[config.mk]
export PLATFORM = sky130hd
export DESIGN_NAME = canopen_servo_rx_frame_decoder_top
export DESIGN_NICKNAME = d
export VERILOG_FILES = /design/src/hdl/crxd_pkg.sv /design/src/hdl/crxd_match.sv /design/src/hdl/crxd_decode.sv /design/src/hdl/crxd_emit.sv /design/src/hdl/canopen_servo_rx_frame_decoder_top.sv
export SDC_FILE = /design/constraint.sdc
export NUM_CORES = 1
export LEC_CHECK = 0
export ABC_AREA = 1
export BUFFER_PORTS_ARGS = -buffer_cell sky130_fd_sc_hd__buf_2
export CORE_MARGIN = 2
export CORE_UTILIZATION = 55
export CTS_BUF_LIST = sky130_fd_sc_hd__clkbuf_8
export CTS_CLUSTER_DIAMETER = 30
export DETAILED_ROUTE_END_ITERATION = 8
export PLACE_DENSITY_LB_ADDON = 0.08
export RECOVER_POWER = 50
export SLEW_MARGIN = 30
export SYNTH_ARGS = -nofsm -noshare
export SYNTH_HDL_FRONTEND = slang
export SYNTH_SLANG_ARGS = --single-unit
export TNS_END_PERCENT = 100
[constraint.sdc]
create_clock -name clk -period 5 [get_ports clk]
set_clock_uncertainty 0.15 [all_clocks]
set_input_delay 1 -clock clk [delete_from_list [all_inputs] [get_ports clk]]
set_output_delay 1 -clock clk [all_outputs]
set_load 0.01 [all_outputs]
[src/hdl/crxd_pkg.sv]
// Shared types and constants of the CANopen servo receive decoder.
// No dependencies; imported by every module of the block.
`timescale 1ns / 1ps
`default_nettype none

package crxd_pkg;

  localparam int SlotCount = 3;

  localparam logic [10:0] Tpdo1Base   = 11'h180;
  localparam logic [10:0] SdoRespBase = 11'h580;
  localparam logic [7:0]  SdoUp4Byte  = 8'h43;
  localparam logic [7:0]  SdoUp2Byte  = 8'h4B;
  localparam logic [15:0] ObjSpeed    = 16'h6069;
  localparam logic [15:0] ObjPosition = 16'h6063;
  localparam logic [15:0] ObjError    = 16'h603F;
  localparam logic [15:0] ObjStatus   = 16'h6041;
  localparam logic [3:0]  LenFull     = 4'd8;
  localparam logic [3:0]  LenShort    = 4'd6;

  // configuration register indexes
  typedef enum logic [2:0] {
    RegSlot0Node   = 3'd0,
    RegSlot1Node   = 3'd1,
    RegSlot2Node   = 3'd2,
    RegSlot0Layout = 3'd3,
    RegSlot1Layout = 3'd4,
    RegSlot2Layout = 3'd5
  } cfg_reg_t;

  typedef enum logic [1:0] {
    KindStatus   = 2'd0,
    KindSpeed    = 2'd1,
    KindPosition = 2'd2,
    KindError    = 2'd3
  } kind_t;

  typedef struct packed {
    logic [10:0] frame_ident;
    logic [63:0] frame_payload;
    logic [3:0]  frame_length;
  } in_item_t;

  typedef struct packed {
    logic [1:0]         target_slot;
    kind_t              update_kind;
    logic signed [31:0] update_value;
    logic               last_update;
  } out_item_t;

  typedef struct packed {
    logic [SlotCount-1:0][6:0] node_id;
    logic [SlotCount-1:0]      layout;
  } cfg_t;

  // after slot match
  typedef struct packed {
    logic [1:0]  slot;
    logic        layout;
    logic [63:0] payload;
    logic [3:0]  length;
  } match_t;

  // up to three decoded updates of one frame
  typedef struct packed {
    logic [1:0]             slot;
    logic [1:0]             count;
    kind_t [2:0]            kind;
    logic [2:0][31:0]       value;
  } decoded_t;

endpackage

`default_nettype wire

[src/hdl/crxd_match.sv]
// Stage one: identifier match against the servo slots.
// Depends on crxd_pkg.
`timescale 1ns / 1ps
`default_nettype none

module crxd_match import crxd_pkg::*; (
  input  wire logic     clk,
  input  wire logic     rst_n,
  input  wire cfg_t     cfg,
  input  wire logic     in_valid,
  input  wire in_item_t in_item,
  output logic          in_ready,
  output logic          m_valid,
  output match_t        m_data,
  input  wire logic     m_ready
);

  logic   m_valid_r, m_valid_nxt;
  match_t m_data_r, m_data_nxt;
  logic   found;
  logic [1:0] slot;
  logic   load;

  // lowest slot index wins
  always_comb begin
    found = 1'b0;
    slot  = '0;
    for (int i = SlotCount - 1; i >= 0; i--) begin
      if (in_item.frame_ident == Tpdo1Base + 11'(cfg.node_id[i]) ||
          in_item.frame_ident == SdoRespBase + 11'(cfg.node_id[i])) begin
        found = 1'b1;
        slot  = 2'(i);
      end
    end
  end

  assign load     = !m_valid_r || m_ready;
  assign in_ready = load;

  always_comb begin
    m_valid_nxt = load ? (in_valid && found) : m_valid_r;
    m_data_nxt.slot    = slot;
    m_data_nxt.layout  = cfg.layout[slot];
    m_data_nxt.payload = in_item.frame_payload;
    m_data_nxt.length  = in_item.frame_length;
  end

  always_ff @(posedge clk) begin
    if (!rst_n) begin
      m_valid_r <= 1'b0;
    end else begin
      m_valid_r <= m_valid_nxt;
    end
  end

  always_ff @(posedge clk) begin
    if (load && in_valid) begin
      m_data_r <= m_data_nxt;
    end
  end

  assign m_valid = m_valid_r;
  assign m_data  = m_data_r;

endmodule

`default_nettype wire

[src/hdl/crxd_decode.sv]
// Stage two: payload decode by layout and length into up to three updates.
// Depends on crxd_pkg.
`timescale 1ns / 1ps
`default_nettype none

module crxd_decode import crxd_pkg::*; (
  input  wire logic   clk,
  input  wire logic   rst_n,
  input  wire logic   m_valid,
  input  wire match_t m_data,
  output logic        m_ready,
  output logic        d_valid,
  output decoded_t    d_data,
  input  wire logic   d_ready
);

  logic     d_valid_r, d_valid_nxt;
  decoded_t d_data_r, d_data_nxt;
  logic     load;
  logic [63:0] p;
  logic [7:0]  cmd;
  logic [15:0] obj;
  logic        sdo_hit;
  kind_t       sdo_kind;
  logic [31:0] sdo_val;
  logic        is_sdo_cmd;

  assign p   = m_data.payload;
  assign cmd = p[7:0];
  assign obj = p[23:8];
  assign is_sdo_cmd = (cmd == SdoUp4Byte) || (cmd == SdoUp2Byte);

  // SDO upload response
  always_comb begin
    sdo_hit  = 1'b0;
    sdo_kind = KindStatus;
    sdo_val  = {16'h0000, p[47:32]};
    if (cmd == SdoUp4Byte) begin
      if (obj == ObjSpeed) begin
        sdo_hit = 1'b1; sdo_kind = KindSpeed; sdo_val = p[63:32];
      end else if (obj == ObjPosition) begin
        sdo_hit = 1'b1; sdo_kind = KindPosition; sdo_val = p[63:32];
      end else if (obj == ObjError) begin
        sdo_hit = 1'b1; sdo_kind = KindError;
      end
    end else if (cmd == SdoUp2Byte) begin
      if (obj == ObjStatus) begin
        sdo_hit = 1'b1; sdo_kind = KindStatus;
      end else if (obj == ObjError) begin
        sdo_hit = 1'b1; sdo_kind = KindError;
      end
    end
  end

  always_comb begin
    d_data_nxt.slot    = m_data.slot;
    d_data_nxt.count   = 2'd0;
    d_data_nxt.kind[0] = KindStatus;
    d_data_nxt.kind[1] = KindSpeed;
    d_data_nxt.kind[2] = KindPosition;
    d_data_nxt.value   = '0;
    if (m_data.length == LenFull && (!m_data.layout || is_sdo_cmd)) begin
      d_data_nxt.count    = sdo_hit ? 2'd1 : 2'd0;
      d_data_nxt.kind[0]  = sdo_kind;
      d_data_nxt.value[0] = sdo_val;
    end else if (m_data.length == LenFull) begin
      // slide position TPDO: status, 16-bit speed, position
      d_data_nxt.count    = 2'd3;
      d_data_nxt.value[0] = {16'h0000, p[15:0]};
      d_data_nxt.value[1] = {{16{p[31]}}, p[31:16]};
      d_data_nxt.value[2] = p[63:32];
    end else if (m_data.length == LenShort && !m_data.layout) begin
      // drive velocity TPDO: status, 32-bit speed
      d_data_nxt.count    = 2'd2;
      d_data_nxt.value[0] = {16'h0000, p[15:0]};
      d_data_nxt.value[1] = p[47:16];
    end
  end

  assign load    = !d_valid_r || d_ready;
  assign m_ready = load;

  assign d_valid_nxt = load ? (m_valid && d_data_nxt.count != 2'd0) : d_valid_r;

  always_ff @(posedge clk) begin
    if (!rst_n) begin
      d_valid_r <= 1'b0;
    end else begin
      d_valid_r <= d_valid_nxt;
    end
  end

  always_ff @(posedge clk) begin
    if (load && m_valid) begin
      d_data_r <= d_data_nxt;
    end
  end

  assign d_valid = d_valid_r;
  assign d_data  = d_data_r;

endmodule

`default_nettype wire

[src/hdl/crxd_emit.sv]
// Stage three: serializes the decoded updates into the output register.
// Depends on crxd_pkg.
`timescale 1ns / 1ps
`default_nettype none

module crxd_emit import crxd_pkg::*; (
  input  wire logic     clk,
  input  wire logic     rst_n,
  input  wire logic     d_valid,
  input  wire decoded_t d_data,
  output logic          d_ready,
  output logic          out_valid,
  output out_item_t     out_item,
  input  wire logic     out_ready
);

  logic      ent_valid_r, ent_valid_nxt;
  decoded_t  ent_r;
  logic [1:0] idx_r, idx_nxt;
  logic      out_valid_r, out_valid_nxt;
  out_item_t out_item_r, out_item_nxt;
  logic      out_load, fire, is_last, take;

  assign out_load = !out_valid_r || out_ready;
  assign fire     = ent_valid_r && out_load;
  assign is_last  = (idx_r == ent_r.count - 2'd1);
  assign d_ready  = !ent_valid_r || (fire && is_last);
  assign take     = d_valid && d_ready;

  always_comb begin
    out_item_nxt.target_slot = ent_r.slot;
    out_item_nxt.last_update = is_last;
    unique case (idx_r)
      2'd0: begin
        out_item_nxt.update_kind  = ent_r.kind[0];
        out_item_nxt.update_value = ent_r.value[0];
      end
      2'd1: begin
        out_item_nxt.update_kind  = ent_r.kind[1];
        out_item_nxt.update_value = ent_r.value[1];
      end
      default: begin
        out_item_nxt.update_kind  = ent_r.kind[2];
        out_item_nxt.update_value = ent_r.value[2];
      end
    endcase
  end

  always_comb begin
    ent_valid_nxt = ent_valid_r;
    idx_nxt       = idx_r;
    if (take) begin
      ent_valid_nxt = 1'b1;
      idx_nxt       = 2'd0;
    end else if (fire && is_last) begin
      ent_valid_nxt = 1'b0;
    end else if (fire) begin
      idx_nxt = idx_r + 2'd1;
    end
    out_valid_nxt = out_load ? fire : out_valid_r;
  end

  always_ff @(posedge clk) begin
    if (!rst_n) begin
      ent_valid_r <= 1'b0;
      idx_r       <= 2'd0;
      out_valid_r <= 1'b0;
    end else begin
      ent_valid_r <= ent_valid_nxt;
      idx_r       <= idx_nxt;
      out_valid_r <= out_valid_nxt;
    end
  end

  always_ff @(posedge clk) begin
    if (take) begin
      ent_r <= d_data;
    end
    if (fire) begin
      out_item_r <= out_item_nxt;
    end
  end

  assign out_valid = out_valid_r;
  assign out_item  = out_item_r;

endmodule

`default_nettype wire

[src/hdl/canopen_servo_rx_frame_decoder_top.sv]
// CANopen servo receive decoder: takes one received standard CAN frame per
// transaction, matches its identifier against three servo slots (TPDO1 at
// 0x180 + node id, SDO response at 0x580 + node id, lowest slot first) and
// emits zero to three update transactions (status, speed, position or error
// code) with last_update marking the final one of a frame. The pipeline is
// match register, decode register, an emitter entry and the output register.
// The match register loads at the accepting edge; the first update of a
// frame then passes the decode register and the emitter entry to the output
// register. A new frame can be accepted every cycle unless stalled; the
// emitter sends one update per cycle while out_ready allows, and a frame
// holds the emitter until its last update is sent. Frames that match no
// slot or no decoding rule are dropped inside the pipe and produce nothing.
// The user must write configuration through cfg_we/cfg_index/cfg_data, one
// register per cycle, only while the block is idle (not enforced). Indexes
// six and seven are ignored. Depends on crxd_pkg and the crxd_* stages.
`timescale 1ns / 1ps
`default_nettype none

module canopen_servo_rx_frame_decoder_top import crxd_pkg::*; (
  input  wire logic      clk,
  input  wire logic      rst_n,
  // frame input
  input  wire logic      in_valid,
  output logic           in_ready,
  input  wire in_item_t  in_item,
  // update output
  output logic           out_valid,
  input  wire logic      out_ready,
  output out_item_t      out_item,
  // configuration writes
  input  wire logic      cfg_we,
  input  wire logic [2:0] cfg_index,
  input  wire logic [6:0] cfg_data
);

  cfg_t     cfg_r, cfg_nxt;
  logic     m_valid, m_ready;
  match_t   m_data;
  logic     d_valid, d_ready;
  decoded_t d_data;

  // Configuration registers; node ids default to 1, 2, 3 and only slot two
  // uses the slide position layout.
  always_comb begin
    cfg_nxt = cfg_r;
    if (cfg_we) begin
      unique case (cfg_index)
        RegSlot0Node:   cfg_nxt.node_id[0] = cfg_data;
        RegSlot1Node:   cfg_nxt.node_id[1] = cfg_data;
        RegSlot2Node:   cfg_nxt.node_id[2] = cfg_data;
        RegSlot0Layout: cfg_nxt.layout[0]  = cfg_data[0];
        RegSlot1Layout: cfg_nxt.layout[1]  = cfg_data[0];
        RegSlot2Layout: cfg_nxt.layout[2]  = cfg_data[0];
        default:        cfg_nxt = cfg_r;
      endcase
    end
  end

  always_ff @(posedge clk) begin
    if (!rst_n) begin
      cfg_r.node_id <= {7'd3, 7'd2, 7'd1};
      cfg_r.layout  <= 3'b100;
    end else begin
      cfg_r <= cfg_nxt;
    end
  end

  // identifier match
  crxd_match u_match (
    .clk      (clk),
    .rst_n    (rst_n),
    .cfg      (cfg_r),
    .in_valid (in_valid),
    .in_item  (in_item),
    .in_ready (in_ready),
    .m_valid  (m_valid),
    .m_data   (m_data),
    .m_ready  (m_ready)
  );

  // payload decode; frames without updates die here
  crxd_decode u_decode (
    .clk     (clk),
    .rst_n   (rst_n),
    .m_valid (m_valid),
    .m_data  (m_data),
    .m_ready (m_ready),
    .d_valid (d_valid),
    .d_data  (d_data),
    .d_ready (d_ready)
  );

  // one update per cycle into the output register while out_ready allows
  crxd_emit u_emit (
    .clk       (clk),
    .rst_n     (rst_n),
    .d_valid   (d_valid),
    .d_data    (d_data),
    .d_ready   (d_ready),
    .out_valid (out_valid),
    .out_item  (out_item),
    .out_ready (out_ready)
  );

endmodule

`default_nettype wire

==> flow_metrics.env, run 1 <==
export IMPL_netlist_instances=935
export IMPL_postSynth_asyncResetShare_pct=0
export IMPL_path_delay_family="buffers and inverters"
export IMPL_first_pass_grt_wire_length_um=36600
export IMPL_synth_edff_count=312
export IMPL_synthesis_area_per_instance_sq_um=13.7
export IMPL_finish_net_count=1210
export IMPL_finish_cell_count_without_fillers=1472
export IMPL_synth_top_area_cell="sky130_fd_sc_hd__edfxtp_1"
export IMPL_placementRows=55
export IMPL_clk_pin_slew_ns=0.06
export IMPL_die_area_sq_um=24500
export IMPL_drt_antenna_violating_nets=0
export IMPL_timing_worst_setup_path_type="reg2reg"
export IMPL_clock_sinks=342
export IMPL_synth_top_area_share_pct=73.1
export IMPL_cts_max_level=2
export IMPL_final_hold_viol_count=0
export IMPL_core_area_sq_um=22800
export IMPL_worst_endpoint_arrival_ns=3.62
export IMPL_crit_chain="inv_1, ha_1, buf_4, nor2_1, clkbuf_1, a22oi_1, nand2_1"
export IMPL_cts_hold_buffers_added=0
export IMPL_detail_route_wl_per_cell_um=16.2
export IMPL_dominant_synthesized_flop_cell="sky130_fd_sc_hd__edfxtp_1"
export IMPL_grt_max_degree=63
export IMPL_synthesized_netlist_net_count=1031
export IMPL_worst_r2r_startpoint="u_emit.idx_r[1]$_SDFFE_PP0P_"
export IMPL_setup_repair_after_global_routing_missed_its_margin="no"
export IMPL_totalWireLength_um=23800
export IMPL_detailroute_via_count=7476
export IMPL_fill_cells=1689
export IMPL_numPortBuffers=131
export IMPL_max_transition_margin_pct=-62.6
export IMPL_cap_viol_max_count=4
export IMPL_min_period_ns=3.35
export IMPL_worst_case_setup_margin_in_the_final_layout_ns=1.65
export IMPL_initial_utilization_pct=56.3
export IMPL_initial_antenna_violation_count=0
export IMPL_power_density_nw_per_um2=394
export IMPL_ioPinCount=133
export IMPL_fmaxAchievable_mhz=298
export IMPL_postCtsSetupRepairBufs=0
export IMPL_grt_pass1_vias=7130
export IMPL_area_of_the_multi_input_gates_sq_um=2300
export IMPL_hold_path_startpoint="u_decode.d_data[47]$_SDFFCE_PP0P_"
export IMPL_place_gp_congestion=0.803
export IMPL_grt_util_all_layers_pct=19.9
export IMPL_crit_path_max_fanout=35
export IMPL_synthMostInstantiatedCell="sky130_fd_sc_hd__edfxtp_1"
export IMPL_antenna_diode_count=0
export IMPL_detailedRoute_firstPassIterationCount=4
export IMPL_drc=0
export IMPL_clock_root_buffer="sky130_fd_sc_hd__clkbuf_8"
export IMPL_period_share_pct=67.1
export IMPL_crit_path_max_incr_delay_ns=1.33
export IMPL_run_status="complete, but fails checks"
export IMPL_worst_setup_timing_slack_at_the_placement_stage_ns=1.91
export IMPL_synthDistinctLibCells=43
export IMPL_ctsLongestPathBuffers=3
export IMPL_worstSetupStartpointType="flip-flop"
export IMPL_yosys_warnings=0
export IMPL_setup_total_negative_slack_ns=0
export IMPL_peakVddDrop_uv=223
export IMPL_cpMaxStageDelayCell="sky130_fd_sc_hd__clkbuf_1"
export IMPL_yosys_top_cells_area="sky130_fd_sc_hd__edfxtp_1 73%, sky130_fd_sc_hd__dfxtp_1 4.7%, sky130_fd_sc_hd__nand2_1 4.6%, sky130_fd_sc_hd__inv_1 2.8%, sky130_fd_sc_hd__nor2_1 2.8%"
export IMPL_violation_count_after_the_first_detailed_routing_iteration=439
export IMPL_timing_critical_path_buf_inv=3
export IMPL_tritoncts_num_buffers=61
export IMPL_area_growth_syn_to_layout_pct=16.7
export IMPL_regToRegEndpoint="u_emit.out_item[24]$_DFFE_PP_"
export IMPL_yosys_register_bits=342
export IMPL_insertion_delay_ns=0.59
export IMPL_overflow=0
export IMPL_leakage_nw=5.97
export IMPL_slew_viol_final=121
export IMPL_cts_tree="done"
export IMPL_synth_area_sq_um=12800
export IMPL_timing_hold_worst_path_depth=0
export IMPL_dieWidth_um=157
export IMPL_dp_hpwl_um=15100
export IMPL_die_ht_um=157
export IMPL_drive_above_1_share_pct=20.4
export IMPL_route_detailed_vias_per_inst=5.08
export IMPL_r2r_worst_path_cells=7
export IMPL_area_sequential_sq_um=9970
export IMPL_seq_area_frac_synth_pct=77.8
export IMPL_holdPathEnd="u_emit.ent_r[47]$_DFFE_PP_"
export IMPL_hold_path_class="reg2reg"
export IMPL_worst_pin_slew_ns=2.41
export IMPL_r2r_setup_slack_ns=1.65
export IMPL_finalSetupViolations=0
export IMPL_cts_repair_resize_count=0
export IMPL_violations="max-capacitance violations, max-slew violations"
export IMPL_critPathCaptureType="flip-flop"
export IMPL_synth_commonest_cells="312 x sky130_fd_sc_hd__edfxtp_1, 157 x sky130_fd_sc_hd__nand2_1, 96 x sky130_fd_sc_hd__inv_1, 96 x sky130_fd_sc_hd__nor2_1, 32 x sky130_fd_sc_hd__a22oi_1"
export IMPL_worst_endpoint_required_ns=5.27
export IMPL_placed_cells_incl_taps=1364
## layout make-up
| class | count | area share (%) |
|---|---|---|
| tap | 313 | 2.62 |
| clock buffer | 61 | 5.61 |
| sequential | 342 | 66.6 |
| multi-input combinational | 463 | 15.4 |
| clock inverter | 47 | 2.51 |
| inverter | 105 | 2.71 |
| timing repair buffer | 141 | 4.57 |
## where the power goes
part	internal, W	switching, W	total (W)
Clock	0.00145	0.00110	0.00255
Sequential	0.00315	0.0000288	0.00318
Combinational	0.0000587	0.000107	0.000166
Total	0.00466	0.00124	0.00590
## worst max-delay path by stage
stage / start / end / slack (ns) / cells after the start
after floorplan: out_ready / u_emit.ent_r[0]$_DFFE_PP_ / 1.06 / 6
after global placement: out_ready / u_match.m_data[60]$_DFFE_PP_ / 1.75 / 8
after detailed placement: out_ready / u_emit.ent_r[77]$_DFFE_PP_ / 1.91 / 8
after CTS: u_emit.ent_r[103]$_DFFE_PP_ / in_ready / 1.93 / 6
after global routing: u_emit.idx_r[1]$_SDFFE_PP0P_ / u_emit.out_item[24]$_DFFE_PP_ / 1.48 / 7
final: u_emit.idx_r[1]$_SDFFE_PP0P_ / u_emit.out_item[24]$_DFFE_PP_ / 1.65 / 7
## layer usage
metal | wire (um) | track usage (%) | vias up
met5 | 0 | 0 | -
met4 | 532 | 7.56 | 0
met3 | 1710 | 4.24 | 44
met2 | 11600 | 32.6 | 246
met1 | 9910 | 26.3 | 3555
li1 | - | - | 3631
## placed cells by master (no fill, tap or decap), drive strengths merged, types with 4 or more instances in the layout
| cell type | netlist | layout |
|---|---|---|
| edfxtp | 312 | 312 |
| nand4 | 6 | 6 |
| o211ai | 4 | 4 |
| clkinvlp | 0 | 7 |
| inv | 102 | 110 |
| clkbuf | 9 | 92 |
| nand3b | 4 | 4 |
| nor3 | 20 | 20 |
| nand3 | 20 | 20 |
| a22oi | 32 | 32 |
| nor2 | 117 | 117 |
| dfxtp | 30 | 30 |
| a21oi | 32 | 32 |
| xor2 | 7 | 7 |
| buf | 16 | 110 |
| nand2 | 163 | 163 |
| bufinv | 0 | 6 |
| clkinv | 3 | 29 |
| o22ai | 9 | 9 |
| o21ai | 33 | 33 |
| xnor2 | 8 | 8 |
## flip-flops by register name, summed over array words and instances (netlist names)
register            flops
u_emit.out_item        37
u_emit.ent_r          102
u_match.m_data         71
u_decode.d_data       102
u_emit.out_valid        1
u_match.m_valid         1
cfg_r                  24
u_emit.ent_valid_r      1
u_decode.d_valid        1
u_emit.idx_r            2
## stage by stage
stage	utilization [%]	total power (W)	area (sq um)	hold slack (ns)
after floorplan	-	0.00333	12800	0.250
after global placement	60.7	0.00340	13800	0.250
after detailed placement	60.7	0.00341	13800	0.255
after CTS	66.0	0.00596	15000	0.261
after global routing	65.7	0.00612	15000	0.272
final	65.7	0.00590	15000	0.255
## kinds of logic after synthesis
group           count (synthesis)  share of synthesized area, %
compound gates                111                          5.46
xor+xnor                       15                          1.02
fa+ha+maj                       2                         0.195
buf+inv                       130                          4.19
flops                         342                          77.8
simple gates                  335                          11.4
No activity file was read; power rests on OpenSTA's default activity.
==> inputs of run 2 (changes only) <==
==> constraint.sdc (replaced) <==
create_clock -name clk -period 2.9 [get_ports clk]
set_clock_uncertainty 0.15 [all_clocks]
set_input_delay 0.58 -clock clk [delete_from_list [all_inputs] [get_ports clk]]
set_output_delay 0.58 -clock clk [all_outputs]
set_load 0.01 [all_outputs]
==> flow_metrics.env, run 2 (synthesis results as in run 1) <==
export IMPL_area_of_the_multi_input_gates_sq_um=2300
export IMPL_die_area_sq_um=24500
export IMPL_overflow=0
export IMPL_detail_route_wl_per_cell_um=16.0
export IMPL_worst_setup_timing_slack_at_the_placement_stage_ns=0.572
export IMPL_grt_pass1_vias=7380
export IMPL_drc=0
export IMPL_area_growth_syn_to_layout_pct=18.1
export IMPL_dp_hpwl_um=15000
export IMPL_clk_pin_slew_ns=0.06
export IMPL_fill_cells=1701
export IMPL_detailedRoute_firstPassIterationCount=5
export IMPL_run_status="finished, final reports clean"
export IMPL_final_core_utilization_pct=66.5
export IMPL_clock_root_buffer="sky130_fd_sc_hd__clkbuf_8"
export IMPL_initial_antenna_violation_count=1
export IMPL_totalPowerFinal_w=0.0105
export IMPL_drive_above_1_share_pct=20.1
export IMPL_routed_top_layer="met4"
export IMPL_dieWidth_um=157
export IMPL_initial_utilization_pct=56.3
export IMPL_period_share_pct=90.3
export IMPL_totalWireLength_um=23800
export IMPL_postCtsSetupRepairBufs=0
export IMPL_antenna_diode_count=0
export IMPL_placed_cells_incl_taps=1369
export IMPL_finish_net_count=1220
export IMPL_crit_path_max_incr_delay_ns=0.38
export IMPL_worst_case_setup_margin_in_the_final_layout_ns=0.280
export IMPL_area_sequential_sq_um=9970
export IMPL_fmaxAchievable_mhz=382
export IMPL_placementRows=55
export IMPL_finalSetupViolations=0
export IMPL_wl_met3_um=1320
export IMPL_place_gp_congestion=0.798
export IMPL_route_detailed_vias_per_inst=5.02
export IMPL_cap_viol_max_count=0
export IMPL_hold_path_class="in2reg"
export IMPL_worst_endpoint_required_ns=2.17
export IMPL_grt_max_degree=103
export IMPL_detailroute_via_count=7465
export IMPL_met2_wirelength_um=11500
export IMPL_finish_cell_count_without_fillers=1488
export IMPL_grt_util_all_layers_pct=20.0
export IMPL_ioPinCount=133
export IMPL_first_pass_grt_wire_length_um=37200
export IMPL_slew_viol_final=0
export IMPL_wl_met1_um=10400
export IMPL_core_area_sq_um=22800
export IMPL_cts_repair_resize_count=0
export IMPL_peakVddDrop_uv=429
export IMPL_drt_antenna_violating_nets=0
export IMPL_setup_repair_after_global_routing_missed_its_margin="no"
export IMPL_cts_tree="done"
export IMPL_insertion_delay_ns=0.56
export IMPL_max_transition_margin_pct=20.4
export IMPL_worstSetupStartpointType="flip-flop"
export IMPL_crit_chain="xnor2_1, nor2_1, a21oi_1, nand2_1, nand4_1, buf_2"
export IMPL_tritoncts_num_buffers=66
export IMPL_critPathCaptureType="primary output"
export IMPL_mostFrequentLayoutCell="sky130_fd_sc_hd__edfxtp_1"
export IMPL_cpMaxStageDelayCell="sky130_fd_sc_hd__edfxtp_1"
export IMPL_numPortBuffers=131
export IMPL_path_delay_family="flip-flops"
export IMPL_power_density_nw_per_um2=693
export IMPL_leakage_nw=6.02
export IMPL_cts_max_level=3
export IMPL_layout_cells_most_common_list="312 x sky130_fd_sc_hd__edfxtp_1, 159 x sky130_fd_sc_hd__nand2_1, 105 x sky130_fd_sc_hd__inv_1"
export IMPL_clock_sinks=342
export IMPL_violation_count_after_the_first_detailed_routing_iteration=485
export IMPL_ctsLongestPathBuffers=3
export IMPL_min_period_ns=2.62
export IMPL_timing_worst_setup_path_type="reg2out"
export IMPL_die_ht_um=157
export IMPL_cts_hold_buffers_added=0
export IMPL_worst_endpoint_arrival_ns=1.89
export IMPL_crit_path_max_fanout=4
export IMPL_worst_pin_slew_ns=1.19
export IMPL_final_hold_viol_count=0
export IMPL_timing_critical_path_buf_inv=1
[run 2: cell types whose count changed in the layout (fill, tap and decap cells not counted), sizes merged]
| cell | change |
|---|---|
| clkinvlp | -2 |
| bufinv | -1 |
| clkinv | -2 |
| buf | -15 |
| clkbuf | +32 |
| inv | +4 |
[run 2: final timing paths]
path | startpoint | end | slack [ns] | cells past startpoint
worst max-delay path | u_emit.ent_r[103]$_DFFE_PP_ | in_ready | 0.28 | 6
worst min-delay path | in_item[37] | u_match.m_data[37]$_DFFE_PP_ | 0.04 | 1
worst max register to register | u_match.m_data[6]$_DFFE_PP_ | u_decode.d_data[4]$_DFFE_PP_ | 0.28 | 8
worst min register to register | u_decode.d_data[80]$_SDFFCE_PP0P_ | u_emit.ent_r[80]$_DFFE_PP_ | 0.26 | 0
[run 2: metal layers]
metal | vias to the layer above | track usage [%]
met2 | 196 | 33.7
met1 | 3565 | 25.6
met3 | 52 | 4.49
met4 | 0 | 7.60
met5 | - | 0
li1 | 3652 | -
[run 2: final cells by class]
class,instances,share of cell area (%)
Timing Repair Buffer,146,4.83
Clock buffer,73,6.63
Clock inverter,46,2.21
Tap cell,313,2.59
Sequential cell,342,65.8
Inverter,105,2.70
Multi-Input combinational cell,463,15.2
[run 2: per-stage QoR]
step                      hold slack [ns]  TNS [ns]  instance area, sq um
final                              0.0419         0                 15100
after global routing               0.0110         0                 15100
after CTS                          0.0102         0                 15300
after detailed placement            0.255         0                 13900
after global placement              0.250         0                 13900
after floorplan                     0.250    -19.42                 12800
[run 2: where the power goes]
group	switching, W	leakage (nW)	internal (W)	total, W
sequential	0.0000530	3.39	0.00543	0.00549
combinational	0.000183	1.90	0.000104	0.000288
clock	0.00195	0.738	0.00277	0.00472
total	0.00219	6.02	0.00831	0.0105
[run 2: worst register-to-register path, cell delays in order, from the launching register on]
cell,delay [ns]
sky130_fd_sc_hd__edfxtp_1,0.41
sky130_fd_sc_hd__inv_1,0.09
sky130_fd_sc_hd__nand2_1,0.05
sky130_fd_sc_hd__nor2_1,0.14
sky130_fd_sc_hd__nand2_1,0.17
sky130_fd_sc_hd__nand4_4,0.31
sky130_fd_sc_hd__nand2_1,0.41
sky130_fd_sc_hd__inv_4,0.48
sky130_fd_sc_hd__o22ai_1,0.14
==> inputs of run 3 (changes only) <==
--- a/config.mk
+++ b/config.mk
@@ -7,7 +7,6 @@
 export LEC_CHECK = 0
 export ABC_AREA = 1
 export BUFFER_PORTS_ARGS = -buffer_cell sky130_fd_sc_hd__buf_2
-export CORE_MARGIN = 2
 export CORE_UTILIZATION = 55
 export CTS_BUF_LIST = sky130_fd_sc_hd__clkbuf_8
 export CTS_CLUSTER_DIAMETER = 30
@@ -17,5 +16,6 @@
 export SLEW_MARGIN = 30
 export SYNTH_ARGS = -nofsm -noshare
 export SYNTH_HDL_FRONTEND = slang
+export SYNTH_HIERARCHICAL = 1
 export SYNTH_SLANG_ARGS = --single-unit
 export TNS_END_PERCENT = 100
==> flow_metrics.env, run 3 <==
export IMPL_postCtsSetupRepairBufs=0
export IMPL_worstSetupStartpointType="flip-flop"
export IMPL_initial_antenna_violation_count=0
export IMPL_drive_above_1_share_pct=21.5
export IMPL_detailroute_via_count=8106
export IMPL_area_growth_syn_to_layout_pct=17.7
export IMPL_worst_setup_path_endpoint="u_decode/d_data[1]$_DFFE_PP_"
export IMPL_antenna_diode_count=0
export IMPL_grt_max_degree=54
export IMPL_yosys_warnings=6
export IMPL_totalWireLength_um=25200
export IMPL_crit_path_max_fanout=19
export IMPL_postSynth_asyncResetShare_pct=0
export IMPL_slew_viol_final=15
export IMPL_detailedRoute_firstPassIterationCount=5
export IMPL_fmaxAchievable_mhz=370
export IMPL_cap_viol_max_count=1
export IMPL_dp_hpwl_um=16300
export IMPL_period_share_pct=93.1
export IMPL_min_period_ns=2.70
export IMPL_worst_pin_slew_ns=1.87
export IMPL_route_detailed_vias_per_inst=5.06
export IMPL_grt_pass1_vias=7769
export IMPL_place_gp_congestion=0.853
export IMPL_synth_top_area_share_pct=70.5
export IMPL_detail_route_wl_per_cell_um=15.7
export IMPL_finalSetupViolations=0
export IMPL_r2r_worst_path_cells=7
export IMPL_violation_count_after_the_first_detailed_routing_iteration=514
export IMPL_worst_endpoint_arrival_ns=2.80
export IMPL_power_switching_share_pct=20.9
export IMPL_cts_hold_buffers_added=0
export IMPL_synthMostInstantiatedCell="sky130_fd_sc_hd__edfxtp_1"
export IMPL_power_density_nw_per_um2=676
export IMPL_cts_max_level=3
export IMPL_layout_cells_most_common_list="316 x sky130_fd_sc_hd__edfxtp_1, 224 x sky130_fd_sc_hd__nand2_1, 122 x sky130_fd_sc_hd__nor2_1"
export IMPL_numPortBuffers=131
export IMPL_critPathCaptureType="flip-flop"
export IMPL_cell_internal_pwr_w=0.00847
export IMPL_largest_register_ffs=106
export IMPL_tritoncts_num_buffers=68
export IMPL_yosys_register_bits=346
export IMPL_timing_worst_setup_path_type="reg2reg"
export IMPL_seq_power_share_pct=51.9
export IMPL_peakVddDrop_uv=367
export IMPL_final_hold_viol_count=0
export IMPL_drt_antenna_violating_nets=0
export IMPL_synth_edff_count=316
export IMPL_ioPinCount=133
export IMPL_core_area_sq_um=23800
export IMPL_cts_tree="done"
export IMPL_timing_hold_worst_path_depth=1
export IMPL_power_frac_clock_pct=44.9
export IMPL_hold_path_class="in2reg"
export IMPL_clock_root_buffer="sky130_fd_sc_hd__clkbuf_8"
export IMPL_regToRegEndpoint="u_decode/d_data[1]$_DFFE_PP_"
export IMPL_cts_repair_resize_count=0
export IMPL_insertion_delay_ns=0.56
export IMPL_synth_area_sq_um=13500
export IMPL_dpl_instance_area_sq_um=14600
export IMPL_netlist_instances=1049
export IMPL_totalPowerFinal_w=0.0107
export IMPL_power_net_switching_w=0.00224
export IMPL_drc=0
export IMPL_worst_r2r_startpoint="u_match/m_data[3]$_DFFE_PP_"
export IMPL_clk_pin_slew_ns=0.06
export IMPL_synthDistinctLibCells=37
export IMPL_finish_net_count=1330
export IMPL_yosys_top_cells_area="sky130_fd_sc_hd__edfxtp_1 70%, sky130_fd_sc_hd__nand2_1 6.2%, sky130_fd_sc_hd__dfxtp_1 4.5%, sky130_fd_sc_hd__nor2_1 3.3%, sky130_fd_sc_hd__inv_1 2.9%"
export IMPL_die_ht_um=158
export IMPL_placementRows=56
export IMPL_run_status="complete, but fails checks"
export IMPL_synthesis_area_per_instance_sq_um=12.8
export IMPL_ctsLongestPathBuffers=3
export IMPL_first_pass_grt_wire_length_um=38900
export IMPL_seq_area_frac_synth_pct=74.9
export IMPL_largest_reg_by_ff_count="u_emit/ent_r"
export IMPL_mostFrequentLayoutCell="sky130_fd_sc_hd__edfxtp_1"
export IMPL_max_transition_margin_pct=-24.9
export IMPL_setup_worst_path_start="u_match/m_data[3]$_DFFE_PP_"
export IMPL_dieWidth_um=158
export IMPL_overflow=0
export IMPL_grt_util_all_layers_pct=20.9
export IMPL_leakage_nw=6.31
export IMPL_worst_endpoint_required_ns=3.00
export IMPL_setup_total_negative_slack_ns=0
export IMPL_dominant_synthesized_flop_cell="sky130_fd_sc_hd__edfxtp_1"
export IMPL_die_area_sq_um=25100
export IMPL_setup_repair_after_global_routing_missed_its_margin="no"
export IMPL_synth_commonest_cells="316 x sky130_fd_sc_hd__edfxtp_1, 221 x sky130_fd_sc_hd__nand2_1, 119 x sky130_fd_sc_hd__nor2_1, 105 x sky130_fd_sc_hd__inv_1, 34 x sky130_fd_sc_hd__a22oi_1"
export IMPL_synth_top_area_cell="sky130_fd_sc_hd__edfxtp_1"
export IMPL_initial_utilization_pct=56.7
export IMPL_violations="max-capacitance violations, max-slew violations"
export IMPL_clock_sinks=346
export IMPL_r2r_setup_slack_ns=0.20
export IMPL_fill_cells=1822
export IMPL_fin_area_sq_um=15800
export IMPL_combinationalPowerShare_pct=3.2
## run 3: logic make-up (layout without fill, tap and decap cells)
family	after synthesis	in the layout	synth area share (%)
simple gates	447	447	14.9
flops	346	346	74.9
buf+inv	158	391	4.97
compound gates	83	83	4.16
xor+xnor	11	11	0.771
fa+ha+maj	2	2	0.186
other cells	2	4	0.0558
## run 3: power groups by stage
stage          logic [W]  clock network, W  registers (W)
6_report        0.000346           0.00480        0.00556
5_1_grt         0.000390           0.00515        0.00557
4_1_cts         0.000351           0.00492        0.00556
3_5_place_dp    0.000349                 0        0.00566
3_3_place_gp    0.000341                 0        0.00566
2_1_floorplan   0.000225                 0        0.00563
## run 3: layer usage
layer  vias to the layer above  global-route usage, %  routed length (um)  share of wire, %
met5                         -                      0                   0                 0
met4                         0                   9.57                 581               2.3
met3                        45                   4.08                1220               4.8
met2                       230                   35.3               12800                51
met1                      3871                   26.2               10600                42
li1                       3960                      -                   -                 -
## run 3: through the flow
step,hold WS [ns],setup slack [ns],utilization [%],std cells
2_1_floorplan,0.250,-0.233,-,1051
3_3_place_gp,0.250,0.731,61.4,1483
3_5_place_dp,0.255,0.706,61.4,1483
4_1_cts,0.0141,0.141,67.2,1603
5_1_grt,0.0121,0.0465,66.7,1603
6_report,0.0519,0.199,66.7,1603
## run 3: worst min path at each step
stage                                                 to  slack (ns)                              start
after global placement        u_emit/ent_r[68]$_DFFE_PP_        0.25  u_decode/d_data[68]$_SDFFCE_PP0P_
after floorplan           u_decode/d_data[104]$_DFFE_PP_        0.25       u_match/m_data[69]$_DFFE_PP_
after CTS                   u_match/m_data[31]$_DFFE_PP_        0.01                        in_item[31]
after global routing        u_match/m_data[67]$_DFFE_PP_        0.01                        in_item[67]
after detailed placement      u_emit/ent_r[24]$_DFFE_PP_        0.25  u_decode/d_data[24]$_SDFFCE_PN0P_
final                       u_match/m_data[67]$_DFFE_PP_        0.05                        in_item[67]
## run 3: critical path: stages, from the launching register on
cell and delay [ns]:
sky130_fd_sc_hd__edfxtp_1 0.36, sky130_fd_sc_hd__inv_1 0.45, sky130_fd_sc_hd__nor2_1 0.09, sky130_fd_sc_hd__nand2_1 0.15, sky130_fd_sc_hd__clkinv_2 0.11, sky130_fd_sc_hd__nand2_2 0.09
sky130_fd_sc_hd__clkbuf_1 0.75, sky130_fd_sc_hd__o21ai_0 0.23
## run 3: final cells by class
cell class	instances	area, sq um	area share, %
multi-input combinational	547	2700	17.0
clock inverter	48	383	2.42
timing repair buffer	147	817	5.16
clock buffer	72	991	6.25
tap	319	399	2.52
sequential	346	10100	63.7
inverter	124	473	2.98
